<file path="src/sv/spq_pkg.sv">
`timescale 1ns / 1ps

package spq_pkg;

  localparam int DEPTH = 16;
  localparam int CNT_W = $clog2(DEPTH + 1);

  typedef struct packed {
    logic [15:0]        handle;
    logic [7:0]         kind;
    logic signed [15:0] prio;
  } entry_t;

  typedef enum logic [2:0] {
    ST_OK    = 3'd0,
    ST_NULL  = 3'd1,
    ST_DUP   = 3'd2,
    ST_FULL  = 3'd3,
    ST_EMPTY = 3'd4
  } status_t;

  typedef enum logic {
    REQ_INSERT = 1'b0,
    REQ_REMOVE = 1'b1
  } req_t;

  typedef enum logic {
    S_IDLE,
    S_APPLY
  } state_t;

  typedef struct packed {
    logic eval;
    logic ins;
    logic rem;
  } cell_ctl_t;

endpackage

</file>
<file path="src/sv/spq_cell.sv">
`timescale 1ns / 1ps

module spq_cell (
  input  logic              clk,
  input  logic              rst_n,
  input  spq_pkg::cell_ctl_t ctl,
  input  spq_pkg::entry_t   cmp_entry,
  input  spq_pkg::entry_t   new_entry,
  input  logic              left_place,
  input  logic              left_valid,
  input  spq_pkg::entry_t   left_entry,
  input  logic              right_valid,
  input  spq_pkg::entry_t   right_entry,
  output logic              place,
  output logic              valid,
  output spq_pkg::entry_t   entry,
  output logic              dup
);

  spq_pkg::entry_t entry_r;
  logic            valid_r;
  logic            dup_r;
  logic            gt_r;

  // place: new entry lands here or further left
  assign place = gt_r | ~valid_r;
  assign valid = valid_r;
  assign entry = entry_r;
  assign dup   = dup_r;

  always_ff @(posedge clk) begin
    if (ctl.eval) begin
      dup_r <= valid_r && (entry_r.handle == cmp_entry.handle);
      gt_r  <= valid_r && ($signed(entry_r.prio) > $signed(cmp_entry.prio));
    end
  end

  always_ff @(posedge clk) begin
    if (ctl.ins) begin
      if (left_place) begin
        entry_r <= left_entry;
      end else if (place) begin
        entry_r <= new_entry;
      end
    end else if (ctl.rem) begin
      entry_r <= right_entry;
    end
  end

  always_ff @(posedge clk) begin
    if (!rst_n) begin
      valid_r <= 1'b0;
    end else if (ctl.ins) begin
      if (left_place) begin
        valid_r <= left_valid;
      end else if (place) begin
        valid_r <= 1'b1;
      end
    end else if (ctl.rem) begin
      valid_r <= right_valid;
    end
  end

endmodule

</file>
<file path="src/sv/stable_priority_queue_top.sv">
`timescale 1ns / 1ps
// Channel  | Ports                                            | Handshake
// request  | in_req_type in_item_handle in_kind in_priority_req | start & !busy
// result   | out_status out_count out_handle out_kind out_priority | out_strobe
//
// For each request, the accept edge registers every cell's compare,
// the next edge shifts the cell row and registers the result.
// out_strobe is high in the cycle after that; a new request may be accepted then.
// busy is high for one cycle after each transfer.
// rst_n (synchronous) empties the queue; stored payload is not cleared.
// The receiver cannot stall; each result is shown for exactly one cycle.

module stable_priority_queue_top (
  input  logic               clk,
  input  logic               rst_n,
  input  logic               start,
  output logic               busy,
  input  logic               in_req_type,
  input  logic [15:0]        in_item_handle,
  input  logic [7:0]         in_kind,
  input  logic signed [15:0] in_priority_req,
  output logic               out_strobe,
  output logic [2:0]         out_status,
  output logic [4:0]         out_count,
  output logic [15:0]        out_handle,
  output logic [7:0]         out_kind,
  output logic signed [15:0] out_priority
);

  localparam int D = spq_pkg::DEPTH;
  localparam int CW = spq_pkg::CNT_W;

  spq_pkg::state_t  state_r, state_nxt;
  logic [CW-1:0]    cnt_r, cnt_nxt;
  logic             req_type_r;
  spq_pkg::entry_t  req_r;
  logic             strobe_r, strobe_nxt;
  spq_pkg::status_t status_r, status_nxt;
  spq_pkg::entry_t  res_r, res_nxt;

  spq_pkg::cell_ctl_t ctl;
  spq_pkg::entry_t    cmp_entry;
  spq_pkg::entry_t    cell_entry [D];
  logic [D-1:0]       cell_valid;
  logic [D-1:0]       cell_place;
  logic [D-1:0]       cell_dup;
  logic               accept;

  assign accept = start && (state_r == spq_pkg::S_IDLE);
  assign busy   = (state_r == spq_pkg::S_APPLY);

  assign cmp_entry.handle = in_item_handle;
  assign cmp_entry.kind   = in_kind;
  assign cmp_entry.prio   = in_priority_req;

  for (genvar i = 0; i < D; i++) begin : g_cell
    logic            lp, lv, rv;
    spq_pkg::entry_t le, re;
    if (i == 0) begin : g_first
      assign lp = 1'b0;
      assign lv = 1'b0;
      assign le = '0;
    end else begin : g_mid
      assign lp = cell_place[i-1];
      assign lv = cell_valid[i-1];
      assign le = cell_entry[i-1];
    end
    if (i == D - 1) begin : g_last
      assign rv = 1'b0;
      assign re = '0;
    end else begin : g_inner
      assign rv = cell_valid[i+1];
      assign re = cell_entry[i+1];
    end
    spq_cell u_cell (
      .clk         (clk),
      .rst_n       (rst_n),
      .ctl         (ctl),
      .cmp_entry   (cmp_entry),
      .new_entry   (req_r),
      .left_place  (lp),
      .left_valid  (lv),
      .left_entry  (le),
      .right_valid (rv),
      .right_entry (re),
      .place       (cell_place[i]),
      .valid       (cell_valid[i]),
      .entry       (cell_entry[i]),
      .dup         (cell_dup[i])
    );
  end

  always_ff @(posedge clk) begin
    if (!rst_n) begin
      state_r  <= spq_pkg::S_IDLE;
      cnt_r    <= '0;
      strobe_r <= 1'b0;
    end else begin
      state_r  <= state_nxt;
      cnt_r    <= cnt_nxt;
      strobe_r <= strobe_nxt;
    end
  end

  always_ff @(posedge clk) begin
    if (accept) begin
      req_type_r <= in_req_type;
      req_r      <= cmp_entry;
    end
    status_r <= status_nxt;
    res_r    <= res_nxt;
  end

  always_comb begin
    state_nxt  = state_r;
    cnt_nxt    = cnt_r;
    strobe_nxt = 1'b0;
    status_nxt = status_r;
    res_nxt    = res_r;
    ctl.eval   = accept;
    ctl.ins    = 1'b0;
    ctl.rem    = 1'b0;
    case (state_r)
      spq_pkg::S_IDLE: begin
        if (accept) begin
          state_nxt = spq_pkg::S_APPLY;
        end
      end
      spq_pkg::S_APPLY: begin
        state_nxt  = spq_pkg::S_IDLE;
        strobe_nxt = 1'b1;
        res_nxt    = '0;
        status_nxt = spq_pkg::ST_OK;
        if (req_type_r == spq_pkg::REQ_INSERT) begin
          if (req_r.handle == 16'd0) begin
            status_nxt = spq_pkg::ST_NULL;
          end else if (|cell_dup) begin
            status_nxt = spq_pkg::ST_DUP;
          end else if (cnt_r == CW'(D)) begin
            status_nxt = spq_pkg::ST_FULL;
          end else begin
            ctl.ins = 1'b1;
            cnt_nxt = cnt_r + 1'b1;
          end
        end else begin
          if (cnt_r == '0) begin
            status_nxt = spq_pkg::ST_EMPTY;
          end else begin
            ctl.rem = 1'b1;
            res_nxt = cell_entry[0];
            cnt_nxt = cnt_r - 1'b1;
          end
        end
      end
      default: begin
        state_nxt = spq_pkg::S_IDLE;
      end
    endcase
  end

  assign out_strobe   = strobe_r;
  assign out_status   = status_r;
  assign out_count    = 5'(cnt_r);
  assign out_handle   = res_r.handle;
  assign out_kind     = res_r.kind;
  assign out_priority = res_r.prio;

`ifndef ASSERT_OFF
  a_cnt_range: assert property (@(posedge clk) disable iff (!rst_n)
    cnt_r <= CW'(D))
    else $error("count exceeds depth");

  a_valid_cnt: assert property (@(posedge clk) disable iff (!rst_n)
    $countones(cell_valid) == int'(cnt_r))
    else $error("valid cells disagree with count");

  a_strobe_after_apply: assert property (@(posedge clk) disable iff (!rst_n)
    out_strobe |-> $past(state_r == spq_pkg::S_APPLY))
    else $error("result without a request");

  a_one_shift: assert property (@(posedge clk) disable iff (!rst_n)
    !(ctl.ins && ctl.rem))
    else $error("insert and remove together");

  a_accept_busy: assert property (@(posedge clk) disable iff (!rst_n)
    (start && !busy) |=> busy ##1 out_strobe)
    else $error("request did not complete in two cycles");
`endif

endmodule

</file>
<file path="config.mk">
export PLATFORM = sky130hd
export DESIGN_NAME = stable_priority_queue_top
export DESIGN_NICKNAME = d
export VERILOG_FILES = /design/src/sv/spq_pkg.sv /design/src/sv/spq_cell.sv /design/src/sv/stable_priority_queue_top.sv
export SDC_FILE = /design/constraint.sdc
export NUM_CORES = 2
export LEC_CHECK = 0
export ABC_AREA = 1
export CAP_MARGIN = 20
export CORE_AREA = 2 2 351 318
export CTS_CLUSTER_DIAMETER = 100
export DETAILED_ROUTE_END_ITERATION = 10
export DIE_AREA = 0 0 353 320
export DONT_BUFFER_PORTS = 1
export GPL_TIMING_DRIVEN = 0
export SYNTH_ARGS = -nofsm -noshare
export SYNTH_HDL_FRONTEND = slang
export SYNTH_HIERARCHICAL = 1
export SYNTH_SLANG_ARGS = --single-unit
</file>
<file path="constraint.sdc">
create_clock -name clk -period 7.6 [get_ports clk]
set_clock_uncertainty 0.2 [all_clocks]
set_input_delay 0 -clock clk [delete_from_list [all_inputs] [get_ports clk]]
set_output_delay 0 -clock clk [all_outputs]
set_load 0.005 [all_outputs]
</file>
==> impl_metrics.sql <==
INSERT INTO impl_metrics (metric_group, metric, value, unit) VALUES
('route', 'wl_per_cell', '19.0', 'um'),
('clock_network', 'post_cts_resized', '0', ''),
('power', 'cellPowerDensity', '176', 'nW/um^2'),
('layout', 'fill_cells', '10400', ''),
('clock_network', 'cts_tree', 'built', ''),
('route', 'antenna_left', '0', ''),
('clock_network', 'postCtsHoldBufs', '103', ''),
('route', 'route.detailed.drc', '0', ''),
('die', 'floorplan.core_area', '109000', 'um^2'),
('timing', 'maxSlewViolCount', '0', ''),
('clock_network', 'numClockSinks', '779', ''),
('worst_setup_path', 'worst-setup-path-type', 'flip-flop to flip-flop', ''),
('die', 'die_w', '353', 'um'),
('status', 'status', 'finished, final reports clean', ''),
('placement', 'dpl.cell_count', '7560', ''),
('worst_setup_path', 'cp-end-kind', 'flip-flop', ''),
('clock_network', 'path_clk_slew', '70', 'ps'),
('timing', 'hold_viol_final', '0', ''),
('clock_network', 'post_cts_buffers', '0', ''),
('global_route', 'first_global_vias', '39500', ''),
('timing', 'final_setup_viols', '0', ''),
('layout', 'regArea', '23200', 'um^2'),
('die', 'std_cell_rows', '115', ''),
('clock_network', 'clock-root-buffer', 'clkbuf_16', ''),
('layout', 'fin_nets', '6601', ''),
('worst_setup_path', 'critPathRequiredTime', '7820', 'ps'),
('timing', 'max_freq', '225', 'MHz'),
('clock_network', 'cts_max_level', '3', ''),
('global_route', 'number_of_antenna_violations_at_the_first_check_in_global_routing', '2', ''),
('power', 'power_frac_comb', '0.073', ''),
('route', 'drtIter0Drc', '3683', ''),
('synthesis', 'yosys_warnings', '6', ''),
('flow_run', 'max_cap_violations', '0', ''),
('timing', 'worstMarginPinSlew', '1210', 'ps'),
('power', 'p_int', '7340', 'uW'),
('power', 'p_sw_frac', '0.250', ''),
('die', 'die_area', '113000', 'um^2'),
('die', 'io_pins', '94', ''),
('power', 'vdd_drop_max', '0.172', 'mV'),
('layout', 'multiInputGateArea', '22400', 'um^2'),
('timing', 'worst_slew_margin_rel', '0.190', ''),
('placement', 'post-dp-hpwl', '118', 'mm'),
('layout', 'area_growth', '14.0', '%'),
('clock_network', 'cts_made_buffers', '89', ''),
('layout', 'drive_above_1_share', '0.0718', ''),
('route', 'routed-via-count', '41500', ''),
('power', 'leakagePower', '0.0239', 'uW'),
('placement', 'port_buffers', '0', ''),
('worst_setup_path', 'worstPathArrival', '4680', 'ps'),
('worst_setup_path', 'worstSetupStartpointType', 'flip-flop', ''),
('timing', 'finalCriticalPeriod', '4450', 'ps'),
('synthesis', 'synthCells', '5994', ''),
('worst_hold_path', 'hp-class', 'primary input to flip-flop', ''),
('route', 'routed_via_density', '5.30', ''),
('timing', 'setup_repair_after_global_routing_missed_its_margin', 'no', ''),
('power', 'seq_power_share', '0.506', ''),
('placement', 'globalplace.congestion', '0.900', ''),
('timing', 'min_period_over_period', '0.586', ''),
('synthesis', 'netlist_area', '48800', 'um^2'),
('power', 'pwr-share-clk', '0.421', ''),
('global_route', 'grt.total_usage', '0.258', ''),
('die', 'effective_utilization_at_floorplan', '0.447', ''),
('worst_setup_path', 'path_max_fanout', '27', ''),
('timing', 'setup_tns', '0', 'ps'),
('clock_network', 'clock_latency_on_the_worst_skew_pair', '690', 'ps'),
('global_route', 'grt_pass1_wl', '227', 'mm'),
('die', 'die-height', '320', 'um'),
('layout', 'instances_no_fill', '7831', ''),
('global_route', 'grt_max_degree', '40', ''),
('global_route', 'globalRoute.totalOverflow', '0', ''),
('synthesis', 'avgSynthCellArea', '8.14', 'um^2'),
('route', 'routed_wl', '149', 'mm'),
('clock_network', 'cts_max_path_buffers', '3', ''),
('power', 'netSwitchingPower', '2450', 'uW'),
('route', 'detailed_routing_iteration_count_for_the_pre_antenna_repair_pass', '6', '');
## final timing paths
path                                    startpoint                                    end  slack [ps]  depth (start not counted)
max                g_cell[15].u_cell/dup$_DFFE_PP_   g_cell[9].u_cell/entry[29]$_DFFE_PP_        3150                         12
min reg2reg  g_cell[15].u_cell/entry[19]$_DFFE_PP_  g_cell[14].u_cell/entry[19]$_DFFE_PP_         330                          2
min                             in_item_handle[10]                    req_r[34]$_DFFE_PP_          40                          2
max reg2reg        g_cell[15].u_cell/dup$_DFFE_PP_   g_cell[9].u_cell/entry[29]$_DFFE_PP_        3150                         12
## sequential cells by signal, summed over array words and instances, names as in the netlist, 3 cells and up
signal               count
req_r                   40
out_priority            16
g_cell.u_cell/valid     16
g_cell.u_cell/gt_r      16
g_cell.u_cell/entry    640
out_handle              16
out_status               3
out_count                5
out_kind                 8
g_cell.u_cell/dup       16
## per-stage QoR
stage | cell area, um^2 | hold WS (ps) | setup WS (ps) | util | power [uW]
after detailed placement | 51600 | -101 | 3220 | 0.474 | 5600
after global placement | 50900 | -101 | -1390 | 0.467 | 5570
final | 55600 | 38.4 | 3150 | 0.510 | 9790
after floorplan | 49100 | -102 | 1970 | - | 5390
after global routing | 55600 | 27.1 | 2990 | 0.510 | 10100
after CTS | 55500 | 0.936 | 3190 | 0.509 | 9850
## critical path, stage by stage (launching register included)
cell	delay [ps]
edfxtp_1	350
nor2_1	130
nand2_1	110
nor2_1	590
nand2_1	170
or2_2	330
nor3_2	640
buf_6	270
buf_2	250
inv_2	130
nor2_2	360
a31oi_4	340
buf_12	270
## power by group through the flow
stage	Combinational, uW	Sequential, uW	Clock [uW]
6_report	719	4950	4120
3_3_place_gp	520	5050	0
3_5_place_dp	569	5030	0
5_1_grt	811	4960	4360
2_1_floorplan	431	4960	0
4_1_cts	704	4940	4210
## layout make-up
type,count,area share
sequential,779,0.416
multi-input combinational,4335,0.403
inverter,670,0.0452
clock buffer,117,0.0432
tap,1462,0.0329
timing repair buffer,130,0.0313
buffer,292,0.0229
clock inverter,45,0.00544
antenna,1,0.0000450
## cells in the final DEF (no fill, tap or decap), types with 12 or more instances in the layout
cell type         n
nand2_1        1804
nand3_1        1361
edfxtp_1        756
inv_1           637
ha_1            259
nor2_1          214
clkbuf_1        160
a21oi_1         122
buf_2           121
clkbuf_16        93
dlygate4sd3_1    90
conb_1           83
xor2_1           79
o21ai_0          60
o22ai_1          57
nand2_2          44
nor2_4           42
a22o_1           34
inv_2            33
nor3_1           32
buf_12           32
buf_1            27
clkinv_1         22
dfxtp_1          22
nor2_2           19
xnor2_1          18
a31oi_4          16
nand4_1          14
clkinv_2         12
## layer usage
metal | share of wire | vias up | global-route usage
met1 | 0.44 | 19000 | 0.362
li1 | - | 20700 | -
met4 | 0.031 | 2 | 0.0798
met3 | 0.075 | 245 | 0.0279
met2 | 0.45 | 1577 | 0.421
met5 | 0.000087 | - | 0
Note: power is estimated with default switching activity, not from simulation.
